==> config.mk <==
export PLATFORM = sky130hd
export DESIGN_NAME = deblock_grid_offset_estimator_top
export DESIGN_NICKNAME = d
export VERILOG_FILES = /design/src/hw/rtl/dgoe_pkg.sv /design/src/hw/rtl/dgoe_front.sv /design/src/hw/rtl/dgoe_queue.sv /design/src/hw/rtl/dgoe_divider.sv /design/src/hw/rtl/dgoe_back.sv /design/src/hw/rtl/deblock_grid_offset_estimator_top.sv
export SDC_FILE = /design/constraint.sdc
export NUM_CORES = 1
export LEC_CHECK = 0
export ABC_AREA = 1
export BUFFER_PORTS_ARGS = -buffer_cell sky130_fd_sc_hd__buf_2
export CORE_UTILIZATION = 65
export DETAILED_ROUTE_END_ITERATION = 10
export GPL_TIMING_DRIVEN = 0
export PLACE_DENSITY = 0.82
export REMOVE_ABC_BUFFERS = 1
export SETUP_SLACK_MARGIN = 0.02
export SYNTH_ARGS = -nofsm -noshare
export SYNTH_HDL_FRONTEND = slang
export SYNTH_SLANG_ARGS = --single-unit
export TNS_END_PERCENT = 30
==> constraint.sdc <==
create_clock -name i_clk -period 8.75 [get_ports i_clk]
set_input_delay 1.3125 -clock i_clk [delete_from_list [all_inputs] [get_ports i_clk]]
set_output_delay 1.3125 -clock i_clk [all_outputs]
set_load 0.05 [all_outputs]
==> src/hw/rtl/dgoe_pkg.sv <==
// Shared types and constants of the deblocking grid offset estimator.
package dgoe_pkg;

    localparam int NUM_BINS    = 8;
    localparam int IDX_W       = $clog2(NUM_BINS);
    localparam int BIN_W       = 16;
    localparam int SUM_W       = BIN_W + $clog2(NUM_BINS);
    localparam int DIV_W       = (SUM_W > 20) ? SUM_W : 20;
    localparam int DIV_STEPS   = 2;
    localparam int DIV_ITER    = (DIV_W + DIV_STEPS - 1) / DIV_STEPS;
    localparam int DCNT_W      = $clog2(DIV_ITER + 1);
    localparam int OFF_W       = 3;
    localparam int CONF_W      = 4;
    localparam int CTRL_W      = 16;
    localparam int CFG_IDX_W   = 2;
    localparam int CFG_DATA_W  = 16;
    localparam int QUEUE_DEPTH = 2;
    localparam int QPTR_W      = (QUEUE_DEPTH > 1) ? $clog2(QUEUE_DEPTH) : 1;
    localparam int QCNT_W      = $clog2(QUEUE_DEPTH + 1);
    localparam int PROD_W      = DIV_W + CONF_W;
    localparam int AVG_SHIFT   = SUM_W + $clog2(NUM_BINS);
    localparam int AVG_MULT    = ((1 << AVG_SHIFT) + NUM_BINS - 2) / (NUM_BINS - 1);
    localparam int AVG_PROD_W  = SUM_W + AVG_SHIFT;

    localparam logic [OFF_W-1:0] OFFSET_RESET = 3'd7;

    typedef enum logic [CFG_IDX_W-1:0] {
        CFG_MIN_PEAK = 2'd0,
        CFG_GAIN     = 2'd1,
        CFG_MAX_CONF = 2'd2
    } t_cfg_reg;

    typedef enum logic [1:0] {
        BK_IDLE,
        BK_AVG,
        BK_RATIO,
        BK_DONE
    } t_back_state;

    typedef struct packed {
        logic             dir;
        logic [BIN_W-1:0] peak;
        logic [SUM_W-1:0] sum;
        logic [IDX_W-1:0] index;
    } t_hist;

    typedef struct packed {
        logic [BIN_W-1:0]  min_peak;
        logic [CONF_W-1:0] gain;
        logic [CONF_W-1:0] max_conf;
    } t_cfg;

    typedef struct packed {
        logic             start;
        logic [DIV_W-1:0] num;
        logic [DIV_W-1:0] den;
    } t_div_req;

    typedef struct packed {
        logic             done;
        logic [DIV_W-1:0] quot;
    } t_div_rsp;

endpackage

==> src/hw/rtl/dgoe_front.sv <==
// Front end: accepts bins, keeps the running sum and peak, and queues each finished histogram.
module dgoe_front (
    input  logic                            i_clk,
    input  logic                            i_rst_n,
    input  logic                            i_valid,
    output logic                            o_ready,
    input  logic [dgoe_pkg::BIN_W-1:0]      i_bin_value,
    input  logic                            i_vertical,
    input  logic                            i_q_full,
    output logic                            o_push,
    output dgoe_pkg::t_hist                 o_entry
);
    import dgoe_pkg::*;

    logic [IDX_W-1:0] r_cnt, n_cnt;
    logic [SUM_W-1:0] r_sum, n_sum;
    logic [BIN_W-1:0] r_peak, n_peak;
    logic [IDX_W-1:0] r_idx, n_idx;
    logic             r_dir, n_dir;
    logic             first;
    logic             last;
    logic             accept;

    assign first   = (r_cnt == '0);
    assign last    = (r_cnt == IDX_W'(NUM_BINS - 1));
    assign o_ready = !(last && i_q_full);
    assign accept  = i_valid && o_ready;

    always_comb begin
        n_dir  = first ? i_vertical : r_dir;
        n_sum  = (first ? '0 : r_sum) + SUM_W'(i_bin_value);
        n_peak = first ? '0 : r_peak;
        n_idx  = first ? '0 : r_idx;
        if (i_bin_value > n_peak) begin
            n_peak = i_bin_value;
            n_idx  = r_cnt;
        end
        n_cnt = last ? '0 : r_cnt + 1'b1;
    end

    always_ff @(posedge i_clk) begin
        if (!i_rst_n) begin
            r_cnt <= '0;
        end else if (accept) begin
            r_cnt <= n_cnt;
        end
    end

    always_ff @(posedge i_clk) begin
        if (accept) begin
            r_sum  <= n_sum;
            r_peak <= n_peak;
            r_idx  <= n_idx;
            r_dir  <= n_dir;
        end
    end

    assign o_push        = accept && last;
    assign o_entry.dir   = n_dir;
    assign o_entry.peak  = n_peak;
    assign o_entry.sum   = n_sum;
    assign o_entry.index = n_idx;

endmodule

==> src/hw/rtl/dgoe_queue.sv <==
// Short queue of finished histograms between the front and back ends.
module dgoe_queue (
    input  logic            i_clk,
    input  logic            i_rst_n,
    input  logic            i_push,
    input  dgoe_pkg::t_hist i_entry,
    output logic            o_full,
    output logic            o_valid,
    output dgoe_pkg::t_hist o_entry,
    input  logic            i_pop
);
    import dgoe_pkg::*;

    t_hist             r_mem [QUEUE_DEPTH];
    logic [QPTR_W-1:0] r_wr, r_rd;
    logic [QCNT_W-1:0] r_count;
    logic              do_push;
    logic              do_pop;

    assign o_full  = (r_count == QCNT_W'(QUEUE_DEPTH));
    assign o_valid = (r_count != '0);
    assign do_push = i_push && !o_full;
    assign do_pop  = i_pop && o_valid;
    assign o_entry = r_mem[r_rd];

    function automatic logic [QPTR_W-1:0] wrap_inc(input logic [QPTR_W-1:0] ptr);
        return (ptr == QPTR_W'(QUEUE_DEPTH - 1)) ? '0 : ptr + 1'b1;
    endfunction

    always_ff @(posedge i_clk) begin
        if (!i_rst_n) begin
            r_wr    <= '0;
            r_rd    <= '0;
            r_count <= '0;
        end else begin
            if (do_push) begin
                r_wr <= wrap_inc(r_wr);
            end
            if (do_pop) begin
                r_rd <= wrap_inc(r_rd);
            end
            if (do_push && !do_pop) begin
                r_count <= r_count + 1'b1;
            end else if (do_pop && !do_push) begin
                r_count <= r_count - 1'b1;
            end
        end
    end

    always_ff @(posedge i_clk) begin
        if (do_push) begin
            r_mem[r_wr] <= i_entry;
        end
    end

endmodule

==> src/hw/rtl/dgoe_divider.sv <==
// Restoring divider that retires two quotient bits per cycle.
module dgoe_divider (
    input  logic               i_clk,
    input  logic               i_rst_n,
    input  dgoe_pkg::t_div_req i_req,
    output dgoe_pkg::t_div_rsp o_rsp
);
    import dgoe_pkg::*;

    logic [DIV_W-1:0]  r_rem, n_rem;
    logic [DIV_W-1:0]  r_q, n_q;
    logic [DIV_W-1:0]  r_den;
    logic [DCNT_W-1:0] r_cnt;
    logic              r_busy;
    logic              r_done;

    always_comb begin
        logic [DIV_W:0] trial;
        n_rem = r_rem;
        n_q   = r_q;
        for (int s = 0; s < DIV_STEPS; s++) begin
            trial = {n_rem, n_q[DIV_W-1]};
            n_q   = {n_q[DIV_W-2:0], 1'b0};
            if (trial >= {1'b0, r_den}) begin
                trial  = trial - {1'b0, r_den};
                n_q[0] = 1'b1;
            end
            n_rem = trial[DIV_W-1:0];
        end
    end

    always_ff @(posedge i_clk) begin
        if (!i_rst_n) begin
            r_busy <= 1'b0;
            r_done <= 1'b0;
            r_cnt  <= '0;
        end else begin
            r_done <= r_busy && (r_cnt == DCNT_W'(1));
            if (i_req.start) begin
                r_busy <= 1'b1;
                r_cnt  <= DCNT_W'(DIV_ITER);
            end else if (r_busy) begin
                r_cnt <= r_cnt - 1'b1;
                if (r_cnt == DCNT_W'(1)) begin
                    r_busy <= 1'b0;
                end
            end
        end
    end

    always_ff @(posedge i_clk) begin
        if (i_req.start) begin
            r_rem <= '0;
            r_q   <= i_req.num;
            r_den <= i_req.den;
        end else if (r_busy) begin
            r_rem <= n_rem;
            r_q   <= n_q;
        end
    end

    assign o_rsp.done = r_done;
    assign o_rsp.quot = r_q;

endmodule

==> src/hw/rtl/dgoe_back.sv <==
// Back end: works out the confidence, keeps both directions and holds the result item.
module dgoe_back (
    input  logic                          i_clk,
    input  logic                          i_rst_n,
    input  dgoe_pkg::t_cfg                i_cfg,
    input  logic                          i_q_valid,
    input  dgoe_pkg::t_hist               i_q_entry,
    output logic                          o_q_pop,
    output dgoe_pkg::t_div_req            o_div_req,
    input  dgoe_pkg::t_div_rsp            i_div_rsp,
    output logic                          o_out_valid,
    input  logic                          i_out_ready,
    output logic                          o_is_vertical,
    output logic [dgoe_pkg::OFF_W-1:0]    o_grid_offset,
    output logic [dgoe_pkg::CONF_W-1:0]   o_confidence_level,
    output logic [dgoe_pkg::CTRL_W-1:0]   o_control_word
);
    import dgoe_pkg::*;

    t_back_state           r_state, n_state;
    t_hist                 r_item;
    logic [CONF_W-1:0]     r_conf, n_conf;
    logic                  conf_load;
    logic                  out_load;
    logic                  r_out_valid;
    logic                  r_out_dir;
    logic [OFF_W-1:0]      r_out_off;
    logic [CONF_W-1:0]     r_out_conf;
    logic [CTRL_W-1:0]     r_out_ctrl;
    logic [OFF_W-1:0]      r_h_off, r_v_off, n_h_off, n_v_off;
    logic [CONF_W-1:0]     r_h_conf, r_v_conf, n_h_conf, n_v_conf;
    logic [OFF_W-1:0]      item_off;
    logic [DIV_W-1:0]      q_dec;
    logic [PROD_W-1:0]     prod;
    logic [SUM_W-1:0]      avg_num;
    logic [AVG_PROD_W-1:0] avg_prod;
    logic [SUM_W-1:0]      avg;

    assign q_dec = i_div_rsp.quot - DIV_W'(i_div_rsp.quot != '0);
    assign prod  = PROD_W'(q_dec) * PROD_W'(i_cfg.gain);

    assign avg_num  = r_item.sum - SUM_W'(r_item.peak);
    assign avg_prod = AVG_PROD_W'(avg_num) * AVG_PROD_W'(AVG_MULT);
    assign avg      = avg_prod[AVG_PROD_W-1:AVG_SHIFT];

    always_comb begin
        n_state   = r_state;
        o_q_pop   = 1'b0;
        o_div_req = '0;
        conf_load = 1'b0;
        n_conf    = r_conf;
        out_load  = 1'b0;
        case (r_state)
            BK_IDLE: begin
                if (i_q_valid) begin
                    o_q_pop = 1'b1;
                    if (i_q_entry.peak < i_cfg.min_peak) begin
                        conf_load = 1'b1;
                        n_conf    = '0;
                        n_state   = BK_DONE;
                    end else begin
                        n_state   = BK_AVG;
                    end
                end
            end
            BK_AVG: begin
                if (avg == '0) begin
                    conf_load = 1'b1;
                    n_conf    = i_cfg.max_conf;
                    n_state   = BK_DONE;
                end else begin
                    o_div_req.start = 1'b1;
                    o_div_req.num   = DIV_W'({r_item.peak, 3'b000})
                                    + DIV_W'({r_item.peak, 1'b0}) + DIV_W'(5);
                    o_div_req.den   = DIV_W'({avg, 3'b000}) + DIV_W'({avg, 1'b0});
                    n_state         = BK_RATIO;
                end
            end
            BK_RATIO: begin
                if (i_div_rsp.done) begin
                    conf_load = 1'b1;
                    n_conf    = (prod > PROD_W'(i_cfg.max_conf)) ? i_cfg.max_conf
                                                                : prod[CONF_W-1:0];
                    n_state   = BK_DONE;
                end
            end
            BK_DONE: begin
                if (!r_out_valid || i_out_ready) begin
                    out_load = 1'b1;
                    n_state  = BK_IDLE;
                end
            end
            default: begin
                n_state = BK_IDLE;
            end
        endcase
    end

    assign item_off = OFF_W'(r_item.index);

    always_comb begin
        n_h_off  = r_h_off;
        n_h_conf = r_h_conf;
        n_v_off  = r_v_off;
        n_v_conf = r_v_conf;
        if (r_item.dir) begin
            n_v_off  = item_off;
            n_v_conf = r_conf;
        end else begin
            n_h_off  = item_off;
            n_h_conf = r_conf;
        end
    end

    always_ff @(posedge i_clk) begin
        if (!i_rst_n) begin
            r_state     <= BK_IDLE;
            r_out_valid <= 1'b0;
            r_h_off     <= OFFSET_RESET;
            r_v_off     <= OFFSET_RESET;
            r_h_conf    <= '0;
            r_v_conf    <= '0;
        end else begin
            r_state <= n_state;
            if (out_load) begin
                r_out_valid <= 1'b1;
                r_h_off     <= n_h_off;
                r_v_off     <= n_v_off;
                r_h_conf    <= n_h_conf;
                r_v_conf    <= n_v_conf;
            end else if (i_out_ready) begin
                r_out_valid <= 1'b0;
            end
        end
    end

    always_ff @(posedge i_clk) begin
        if (o_q_pop) begin
            r_item <= i_q_entry;
        end
        if (conf_load) begin
            r_conf <= n_conf;
        end
        if (out_load) begin
            r_out_dir  <= r_item.dir;
            r_out_off  <= item_off;
            r_out_conf <= r_conf;
            r_out_ctrl <= {n_h_conf, n_v_conf, 1'b0, n_h_off, 1'b0, n_v_off};
        end
    end

    assign o_out_valid        = r_out_valid;
    assign o_is_vertical      = r_out_dir;
    assign o_grid_offset      = r_out_off;
    assign o_confidence_level = r_out_conf;
    assign o_control_word     = r_out_ctrl;

    a_done_while_waiting: assert property (@(posedge i_clk) disable iff (!i_rst_n)
        i_div_rsp.done |-> (r_state == BK_RATIO))
        else $error("Divider finished while the back end was not waiting for it.");

    a_load_sets_valid: assert property (@(posedge i_clk) disable iff (!i_rst_n)
        (r_state == BK_DONE && (!r_out_valid || i_out_ready)) |=> r_out_valid)
        else $error("A finished item did not reach the output register.");

    a_ctrl_matches_store: assert property (@(posedge i_clk) disable iff (!i_rst_n)
        r_out_valid |-> (r_out_ctrl == {r_h_conf, r_v_conf, 1'b0, r_h_off, 1'b0, r_v_off}))
        else $error("Control word disagrees with the stored offsets and confidences.");

    a_item_matches_store: assert property (@(posedge i_clk) disable iff (!i_rst_n)
        r_out_valid |-> (r_out_dir ? (r_out_off == r_v_off && r_out_conf == r_v_conf)
                                   : (r_out_off == r_h_off && r_out_conf == r_h_conf)))
        else $error("Result item disagrees with the stored values of its direction.");

endmodule

==> src/hw/rtl/deblock_grid_offset_estimator_top.sv <==
// Top level of the deblocking grid offset estimator.
// Bins are taken one per cycle while the two-entry histogram queue has room. Each
// finished histogram then passes through the back end: it is taken from the queue,
// the average of the other bins is formed by a reciprocal multiplication, the
// divider retires two quotient bits per cycle to form the peak ratio, and the result
// item is loaded. A histogram whose peak is below min_peak, or whose average is
// zero, skips the division. The result item waits in an output register while the
// next histogram is loaded. Configuration writes are always accepted; an index
// beyond the three registers is ignored.
module deblock_grid_offset_estimator_top (
    input  logic                              i_clk,
    input  logic                              i_rst_n,
    input  logic                              i_valid,
    output logic                              o_ready,
    input  logic [dgoe_pkg::BIN_W-1:0]        i_bin_value,
    input  logic                              i_vertical,
    output logic                              o_valid,
    input  logic                              i_ready,
    output logic                              o_is_vertical,
    output logic [dgoe_pkg::OFF_W-1:0]        o_grid_offset,
    output logic [dgoe_pkg::CONF_W-1:0]       o_confidence_level,
    output logic [dgoe_pkg::CTRL_W-1:0]       o_control_word,
    input  logic                              i_cfg_valid,
    output logic                              o_cfg_ready,
    input  logic [dgoe_pkg::CFG_IDX_W-1:0]    i_cfg_index,
    input  logic [dgoe_pkg::CFG_DATA_W-1:0]   i_cfg_data
);
    import dgoe_pkg::*;

    t_cfg     r_cfg;
    logic     q_full;
    logic     q_push;
    t_hist    q_in;
    logic     q_valid;
    t_hist    q_out;
    logic     q_pop;
    t_div_req div_req;
    t_div_rsp div_rsp;

    assign o_cfg_ready = 1'b1;

    always_ff @(posedge i_clk) begin
        if (!i_rst_n) begin
            r_cfg.min_peak <= BIN_W'(200);
            r_cfg.gain     <= CONF_W'(1);
            r_cfg.max_conf <= CONF_W'(8);
        end else if (i_cfg_valid) begin
            case (i_cfg_index)
                CFG_MIN_PEAK: r_cfg.min_peak <= i_cfg_data[BIN_W-1:0];
                CFG_GAIN:     r_cfg.gain     <= i_cfg_data[CONF_W-1:0];
                CFG_MAX_CONF: r_cfg.max_conf <= i_cfg_data[CONF_W-1:0];
                default: begin
                end
            endcase
        end
    end

    dgoe_front u_front (
        .i_clk       (i_clk),
        .i_rst_n     (i_rst_n),
        .i_valid     (i_valid),
        .o_ready     (o_ready),
        .i_bin_value (i_bin_value),
        .i_vertical  (i_vertical),
        .i_q_full    (q_full),
        .o_push      (q_push),
        .o_entry     (q_in)
    );

    dgoe_queue u_queue (
        .i_clk   (i_clk),
        .i_rst_n (i_rst_n),
        .i_push  (q_push),
        .i_entry (q_in),
        .o_full  (q_full),
        .o_valid (q_valid),
        .o_entry (q_out),
        .i_pop   (q_pop)
    );

    dgoe_divider u_divider (
        .i_clk   (i_clk),
        .i_rst_n (i_rst_n),
        .i_req   (div_req),
        .o_rsp   (div_rsp)
    );

    dgoe_back u_back (
        .i_clk              (i_clk),
        .i_rst_n            (i_rst_n),
        .i_cfg              (r_cfg),
        .i_q_valid          (q_valid),
        .i_q_entry          (q_out),
        .o_q_pop            (q_pop),
        .o_div_req          (div_req),
        .i_div_rsp          (div_rsp),
        .o_out_valid        (o_valid),
        .i_out_ready        (i_ready),
        .o_is_vertical      (o_is_vertical),
        .o_grid_offset      (o_grid_offset),
        .o_confidence_level (o_confidence_level),
        .o_control_word     (o_control_word)
    );

endmodule

==> results of run 1 <==
[metal layers]
layer | global-route usage (%) | vias to the layer above | share of wire, %
met1 | 41.7 | 10300 | 42
met3 | 3.53 | 137 | 6.0
met2 | 54.4 | 751 | 49
met4 | 8.57 | 2 | 2.8
li1 | - | 10800 | -
met5 | 0 | - | 0.026
[critical path, delay by kind of cell (launching register included)]
kind | cells | cell delay, ps
buffers and inverters | 7 | 670
XOR/XNOR | 2 | 220
flip-flops | 1 | 470
AO/OA/AOI/OAI | 4 | 390
adder cells (fa/ha/maj) | 10 | 3860
AND/OR/NAND/NOR | 24 | 2500
[timing repair]
item	in CTS	in global routing
resized for setup	17	57
hold buffers	0	0
pin swaps	5	23
endpoints found under the setup margin	84	104
setup buffers	3	12
[through the flow]
step | setup TNS [ps] | cell area (µm²) | setup WS [ps]
final | 0 | 28300 | 328
after global routing | -1190 | 28300 | -180
after CTS | 0 | 28000 | 26.9
after detailed placement | -29750 | 26900 | -543
after global placement | -22530 | 26700 | -455
after floorplan | 0 | 25800 | 921
[sequential cells by signal, indices dropped and copies added (netlist names), 2 cells and up, named ones only]
register                   cells
r_cfg                         24
u_back.item_off                3
u_back.o_confidence_level      4
u_back.o_control_word         14
u_back.o_grid_offset           3
u_back.r_conf                  4
u_back.r_h_conf                4
u_back.r_h_off                 3
u_back.r_item                 36
u_back.r_state                 2
u_back.r_v_conf                4
u_back.r_v_off                 3
u_divider.r_cnt                4
u_divider.r_den               19
u_divider.r_q                 20
u_divider.r_rem               20
u_front.r_cnt                  3
u_front.r_idx                  3
u_front.r_peak                16
u_front.r_sum                 19
u_queue.r_count                2
u_queue.r_mem                 78
[Yosys cell counts, types with 3 or more instances]
library cell  count  share of area (%)
nor3_1           26               0.50
nor3b_1           3              0.087
edfxtp_1        221                 25
nand2_1         727                 10
nand2_2           7               0.17
xnor2_1          36                1.2
buf_2             5              0.096
mux2_2           38                1.6
nor3_2            3               0.12
nand3_1         136                2.6
nor4_1           10               0.24
buf_6             5               0.22
buf_4             4               0.12
fa_1            111                8.5
a21oi_2           7               0.24
a211oi_1          4               0.12
nor2_2           12               0.29
a31oi_1           8               0.19
o21ai_1           9               0.17
clkbuf_1         37               0.53
o2111ai_1         4               0.13
ha_1            311                 15
nor2_1          280                4.0
a21o_1           10               0.29
o211ai_1          8               0.23
dfxtp_1          75                5.8
o21ai_0         157                3.0
inv_2             3              0.043
inv_1           585                8.4
nand3b_1          9               0.26
a21boi_0          4               0.12
o21a_1            6               0.17
nand4_1          42                1.0
or2_2            14               0.34
nand3_2           3               0.12
o21bai_1         10               0.29
xor2_1           62                2.1
and2_1            3              0.072
a21oi_1         262                5.0
[layout make-up]
cell class                 count  area (µm²)
tap                          518         648
multi-input combinational   2336       15700
fill                        2949       10800
timing repair buffer          83         523
clock inverter                17         178
clock buffer                  39         870
sequential                   296        8140
inverter                     590        2220
antenna                        1        2.50
[logic make-up after synthesis]
kind of cell | Yosys count
xor+xnor | 98
flops | 296
fa+ha+maj | 422
compound gates | 495
mux | 39
buf+inv | 644
other cells | 2
simple gates | 1279
[worst max-delay path by stage]
| stage | start | cells after the start | endpoint |
|---|---|---|---|
| after global routing | u_back.r_item[23] | 46 | u_divider.r_den[11] |
| final | u_back.r_item[22] | 47 | u_divider.r_den[13] |
| after global placement | u_back.r_item[22] | 39 | u_divider.r_q[9] |
| after CTS | u_back.r_item[22] | 46 | u_divider.r_den[19] |
| after floorplan | u_back.r_item[22] | 46 | u_divider.r_den[19] |
| after detailed placement | u_back.r_item[22] | 40 | u_divider.r_q[17] |
==> run metrics, run 1 <==
num rows 72; GRT overflow 0; worst hold path type reg2reg; GPL Wtd Cong 0.979; Worst Hold Endpoint u_back.r_v_conf[0]; post-DR wirelength/cell 16.8 µm; die height 202 µm; Layout Nets 3800; cell count after placement about 3800; RSZ-0062 raised after global routing true; final slew viol count 0; Worst R2R Path Depth between 40 and 50; fin crit share a little over nine tenths; CP max FO 5; post-synthesis simple-gate area fraction about a fifth; R2R Path End u_divider.r_den[13]; post-synthesis compound-gate area fraction 10.2%; Min Hold Slack between 400 and 500 ps; Setup violations, final 0; ys flop type edfxtp_1; flop2flop setup slack 330 ps; Top Ports 67; Synth Cell Area about 26000 µm²; mux cell area share after synthesis under 10%; vias in the first global route 21200; CTS buffer count 31; GRT Overall Usage a little under a third; clock skew ~14 ps; IO buf count 63; Slew HR 16.2%; CP Launch Type flip-flop; Syn Inst Count 3275; initial antenna violation count 2; detailed placer's ending HPWL 50100 µm; post-synthesis adder-cell area fraction about a quarter; maxcap violations 0; clock tree buffer depth 3; status finished, final reports clean; number of synthesized flops with an enable pin about 220; H-tree depth 1; largest family of logic cells by synthesized area adder cells; delay of the slowest cell on the worst path 570 ps; Netlist cell types 53; core area 39100 µm²; worst r2r src u_back.r_item[22]; Crit Path Category reg2reg; Synth Area in XOR/XNOR 3.30%; min-delay src u_back.r_v_conf[0]; clk root buf clkbuf_16; Slew @ Worst Pin 1250 ps; TritonRoute pass-1 iters 6; CTS tree built; Area Overhead vs Synth 8.76%; register bit total from synthesis between 200 and 300; most frequent CP cell nand2_1; global-route wire length before repair approximately 100000 µm; 1st-iter DRT viols 1717; CP required 9080 ps; Final Critical Period 8420 ps; Initial Util 66.6%; routed vias 22000; largest net degree at the start of global routing 57; DRC violations left 0; Slowest-stage cell, CP fa_1; fmax 0.119 GHz; antenna viol nets, final 0; most frequent cells in the layout nand2_1 (714), inv_1 (583), ha_1 (303); crit path capture type flip-flop; Post-Syn Area per Cell 7.95 µm²; die area approximately 40000 µm²; register area share after synthesis 31.3%; clock latency on the worst-skew pair 590 ps; Core Util, Final between 70% and 80%; Fin. Hold Viols 0; Die X 202 µm; Final Non-Filler Cells 3880; share of cells above drive strength 1 8.39%; WP data arrival 8750 ps; routed vias/inst 5.67; ys async rst share 0%; Post-Route WL 65000 µm; Syn. warnings 0; commonest non-fill, non-tap cell in the layout nand2_1; CTS Sinks 296; Hold Path Cell Cnt 2; CTS clock-pin slew for the worst setup and hold paths 70 ps
Power of run 1 is left out: the tool's default activity adds up to more than one toggle a clock period on the data nets, which glitch-free logic cannot reach.
==> run 2: changes to the inputs <==
- BUFFER_PORTS_ARGS: -buffer_cell sky130_fd_sc_hd__buf_2 -> -buffer_cell sky130_fd_sc_hd__clkbuf_2
- CORE_UTILIZATION: 65 -> 42
- PLACE_DENSITY: 0.82 -> 0.57
==> run 2 against run 1 <==
Via count is 4.1% lower. Highest routed layer is now met4. Count of clock-buffer cells in the layout decreased by 1. Die area increased by 54%. Clock skew is 17 ps higher. First-iteration DRC count is 38% lower.
==> run metrics, run 2 (synthesis gave the netlist of run 1 again) <==
Layout Nets 3808 (+0.21%); clk root buf clkbuf_16; Setup violations, final 0 (unchanged); CTS clock-pin slew for the worst setup and hold paths 60 ps (about the same); IO buf count 63 (unchanged); CTS tree built; Top Ports 67 (unchanged); clock skew 31.6 ps (+17.5 ps); Post-CTS Hold Buffers 0 (unchanged); clock latency on the worst-skew pair 560 ps (-30 ps); Worst path top cell family by delay adder cells; CTS buffer count 34 (+9.7%); area of the multi-input gates 15900 µm² (+0.73%); Critical Path Sink u_divider.r_den[19]; Top reg by flops u_queue.r_mem; commonest non-fill, non-tap cell in the layout nand2_1; routed vias 21100 (-4.1%); largest net degree at the start of global routing 57 (unchanged); met2 wire len 30600 µm (-3.6%); Slowest-stage cell, CP fa_2; Fin. Hold Viols 0 (unchanged); fin crit share 95.5% (-0.79 points); die area 63000 µm² (+54%); Worst R2R Path Depth 44 (-6.4%); CP Depth 44 (-6.4%); DR WL met3 2070 µm (-47%); Slew @ Worst Pin 1270 ps (+13.1 ps); Die X 251 µm (+24%); die height 251 µm (+24%); Ant. Diodes 0 (-1); top layer in use met4; final slew viol count 0 (unchanged); biggest regs u_queue.r_mem x78, u_back.r_item x36, r_cfg x24; WP data arrival 8740 ps (about the same); core area 60800 µm² (+56%); share of cells above drive strength 1 9.20% (+0.81 points); most frequent CP cell nand2_1; Reg area 8140 µm² (unchanged); antenna viol nets, final 0 (unchanged); cell area after layout 28900 µm² (+2.2%); Cell Area, Placed 27200 µm² (+1.4%); H-tree depth 2 (+1); DRT met1 WL 31200 µm (+13%); post-DR wirelength/cell 15.6 µm (-6.9%); fmax 0.120 GHz (+0.82%); status finished, final reports clean; CTS Sinks 296 (unchanged); RSZ-0062 raised after global routing true; Initial Util 42.8% (-24 points); crit path capture type flip-flop; detailed placer's ending HPWL 52800 µm (+5.4%); 1st-iter DRT viols 1056 (-38%); routed vias/inst 5.08 (-10%); vias in the first global route 20800 (-1.8%); clock tree buffer depth 3 (unchanged); delay of the slowest cell on the worst path 560 ps (about the same); maxcap violations 0 (unchanged); most frequent cells in the layout nand2_1 (706), inv_1 (582), ha_1 (299); GRT overflow 0 (unchanged); worst r2r src u_back.r_item[22]; DRC violations left 0 (unchanged); Final Critical Period 8350 ps (-68.8 ps); GRT Overall Usage 20.7% (-11 points); num rows 90 (+25%); worst path bufs/invs 4 (-3); GPL Wtd Cong 0.922 (-5.9%); Post-Route WL 64800 µm (-0.42%); CP required 9140 ps (+60 ps); max reg flops 78 (unchanged); Worst Setup SP u_back.r_item[22]; R2R Path End u_divider.r_den[19]; flop2flop setup slack 400 ps (+70 ps); CP max FO 4 (-1); TritonRoute pass-1 iters 5 (-1); Slew HR 15.4% (-0.76 points); Crit Path Category reg2reg; global-route wire length before repair 106000 µm (+1.7%); worst hold path type reg2reg; CP Launch Type flip-flop; Area Overhead vs Synth 11.2%; initial antenna violation count 0 (-2); # fillers 6004 (+100%)
run 2: changes by cell type in the layout (fill, tap and decap cells not counted), sizes merged:
cell,previous run,this run
clkinv,9,15
clkbuf,39,101
buf,83,25
inv,594,591
clkinvlp,2,1
bufinv,2,5
diode,1,0
run 2: what timing repair did:
item	4_1_cts	5_1_grt
setup endpoints to repair	103	84
pin swaps	6	33
buffers inserted	3	17
cloned	0	0
resized for setup	26	74
run 2: per-layer routing:
metal | GRT usage (%) | vias to the layer above
met5 | 0 | -
met4 | 3.83 | 0
met3 | 2.55 | 66
met2 | 35.1 | 278
met1 | 28.5 | 9927
li1 | - | 10800
run 2: cell type report:
class | count | area share [%]
flip-flops and latches | 296 | 28.1
multi-input cells | 2336 | 54.8
clock buffers | 38 | 2.99
clock inverters | 22 | 1.04
inverters | 590 | 7.66
well taps | 782 | 3.38
repair buffers | 88 | 2.06
run 2: per-stage QoR:
stage / instances / setup TNS (ps) / utilization, % / hold WS [ps] / setup slack, ps
after global placement: 4067 / -56880 / 44.5 / 433 / -934
final: 4152 / 0 / 47.6 / 452 / 397
after CTS: 4135 / 0 / 46.9 / 452 / 11.5
after detailed placement: 4072 / -61510 / 44.8 / 436 / -1020
after floorplan: 3222 / 0 / - / 424 / 921
after global routing: 4152 / -225 / 47.6 / 467 / -108
run 2: worst min-delay path by stage:
stage,start,to,slack (ps),cells past startpoint
global placement,u_queue.r_rd,flip-flop,430,1
detailed placement,u_queue.r_rd,flip-flop,440,1
CTS,u_queue.r_rd,flip-flop,450,1
finish,u_back.r_h_conf[2],u_back.r_h_conf[2],450,2
floorplan,u_back.r_v_conf[0],u_back.r_v_conf[0],420,2
global route,u_queue.r_rd,flip-flop,470,1
run 2: worst register-to-register path: cells and delay by family, from the launching register on:
kind | cells | cell delay (ps)
xor+xnor | 1 | 230
simple gates | 22 | 2360
fa+ha+maj | 10 | 3980
compound gates | 7 | 880
buf+inv | 4 | 240
flops | 1 | 490
Power of run 2 is left out for the same reason.
==> run 3: changes to the inputs <==
- ABC_AREA: 1 -> unset
==> run 3 against run 2 <==
The flow now finishes with violations (negative setup slack). Hold slack gained 17 ps. Synthesized area shrank 3.4%. Die area shrank 3.3%. Sequential cell count is the same. Global-route usage shrank 1.6 points. Critical path depth shrank 6.
==> run metrics, run 3 <==
num rows 89 (-1.1%); register area share after synthesis 32.4% (+1.1 points); RSZ-0062 raised after global routing true; Slowest-stage cell, CP fa_1; CTS clock-pin slew for the worst setup and hold paths 60 ps (about the same); die area 60900 µm² (-3.3%); CTS Sinks 296 (unchanged); status complete, but fails checks; cell taking the most area after synthesis edfxtp_1; Cell Area, Placed 26400 µm² (-3.2%); Final Critical Period 9170 ps (+815 ps); Syn Inst Count 2551 (-22%); GRT Overall Usage 19.1% (-1.6 points); WP data arrival 9450 ps (+710 ps); top post-synthesis cells by area edfxtp_1 (26%), ha_1 (15%), fa_1 (8.8%); Netlist cell types 94 (+77%); failing checks negative setup slack; DRC violations left 0 (unchanged); max reg flops 78 (unchanged); antenna viol nets, final 0 (unchanged); mux cell area share after synthesis 5.37% (+3.7 points); fmax 0.109 GHz (-8.9%); cell count after placement 3332 (-18%); clk root buf clkbuf_16; worst hold path type reg2reg; Syn. warnings 0 (unchanged); clock latency on the worst-skew pair 540 ps (-20 ps); most frequent CP cell fa_1; clock tree buffer depth 3 (unchanged); post-synthesis adder-cell area fraction 24.3% (+0.82 points); final slew viol count 0 (unchanged); post-DR wirelength/cell 17.0 µm (+9.0%); routed vias/inst 5.39 (+6.0%); Post-Route WL 58700 µm (-9.3%); Die X 247 µm (-1.7%); # fillers 5351 (-11%); CTS buffer count 35 (+2.9%); CP max FO 7 (+3); ys async rst share 0% (unchanged); TritonRoute pass-1 iters 5 (unchanged); die height 247 µm (-1.7%); Slew HR 13.2% (-2.2 points); Setup violations, final 44 (+44); global-route wire length before repair 94000 µm (-11%); ys flop type edfxtp_1; commonest non-fill, non-tap cell in the layout inv_1; cell area after layout 28900 µm² (-0.21%); fin crit share 105% (+9.3 points); Fin. Hold Viols 0 (unchanged); count leader, synth ha_1; Crit Path Category reg2reg; maxcap violations 0 (unchanged); Synth Cell Area 25200 µm² (-3.4%); initial antenna violation count 1 (+1); post-synthesis compound-gate area fraction 12.8% (+2.6 points); core area 59100 µm² (-2.8%); flop2flop setup slack -420 ps (-810 ps); Final TNS setup -3300 ps (-3300 ps); Post-CTS Hold Buffers 0 (unchanged); share of cells above drive strength 1 16.6% (+7.4 points); largest family of logic cells by synthesized area adder cells; H-tree depth 2 (unchanged); largest net degree at the start of global routing 56 (-1.8%); IO buf count 63 (unchanged); Synth Area in XOR/XNOR 4.49% (+1.2 points); CP required 9030 ps (-110 ps); setup ws final -418 ps (-815 ps); Final Non-Filler Cells 3454 (-17%); 1st-iter DRT viols 910 (-14%); detailed placer's ending HPWL 44800 µm (-15%); number of synthesized flops with an enable pin 221 (unchanged); register bit total from synthesis 296 (unchanged); Synth top area share 26.4% (+0.89 points); post-synthesis simple-gate area fraction 14.7% (-5.8 points); Commonest cells post-synth ha_1 (311), inv_1 (308), edfxtp_1 (221); Layout Nets 3118 (-18%); Top reg by flops u_queue.r_mem; CP Launch Type flip-flop; routed vias 18600 (-12%); Post-Syn Area per Cell 9.86 µm² (+24%); Slew @ Worst Pin 1300 ps (+29.7 ps); vias in the first global route 18300 (-12%); Ant. Diodes 0 (unchanged); delay of the slowest cell on the worst path 570 ps (about the same); clock skew 20.4 ps (-11.2 ps); CTS tree built; Top Ports 67 (unchanged); Initial Util 42.5% (-0.27 points); GRT overflow 0 (unchanged); crit path capture type flip-flop; biggest regs u_queue.r_mem x78, u_back.r_item x36, r_cfg x24; most frequent cells in the layout inv_1 (294), ha_1 (288), edfxtp_1 (221); GPL Wtd Cong 0.867 (-5.9%); Area Overhead vs Synth 14.8%; Core Util, Final 48.9% (+1.2 points)
## run 3: cell families after synthesis
group | count (synthesis)
AOI/OAI and AO/OA | 473
xor gates and xnor gates | 129
adders and majority gates | 422
buffers and inverters | 374
DFF | 296
muxes | 123
other | 2
and+or+nand+nor | 732
## run 3: cell type report
cell class / instances / area, µm² / area share [%]
clock buffer: 46 / 968 / 3.35
clock inverter: 16 / 179 / 0.619
inverter: 308 / 1160 / 4.02
multi-input combinational: 1884 / 16500 / 57.0
sequential: 296 / 8140 / 28.2
tap: 773 / 967 / 3.35
timing repair buffer: 131 / 1020 / 3.53
## run 3: critical path: cells and delay by family, from the launching register on
kind            cells  cell delay (ps)
flops               1              390
xor+xnor            2              330
fa+ha+maj           9             3580
buf+inv             6              460
simple gates        5              710
compound gates     16             3430
## run 3: layer usage
layer / GRT usage, % / up-vias / wire length (µm) / part of all wire, %
met4: 4.59 / 0 / 1200 / 2.0
met1: 26.1 / 8979 / 28100 / 48
li1: - / 9236 / - / -
met5: 0 / - / 0 / 0
met3: 2.20 / 80 / 1770 / 3.0
met2: 32.1 / 311 / 27700 / 47
## run 3: what timing repair did
| action | in CTS | in global routing |
|---|---|---|
| endpoints found under the setup margin | 107 | 107 |
| setup buffers | 45 | 14 |
| cloned | 3 | 0 |
| gates resized for setup | 125 | 51 |
| pin swaps | 75 | 65 |
| hold endpoints to repair | 0 | 0 |
## run 3: final timing paths
kind	cells past startpoint	from	endpoint
worst min-delay path	2	r_cfg[22]	r_cfg[22]
worst max register to register	38	u_back.r_item[3]	u_divider.r_den[18]
worst max-delay path	38	u_back.r_item[3]	u_divider.r_den[18]
worst min register to register	2	r_cfg[22]	r_cfg[22]
## run 3: metrics by stage
step                hold WS (ps)  worst slack [ps]
floorplan                    434             -1550
global placement             447             -4020
detailed placement           458             -2140
CTS                          474              -482
global route                 485              -731
finish                       469              -418
Power of run 3 is left out for the same reason.
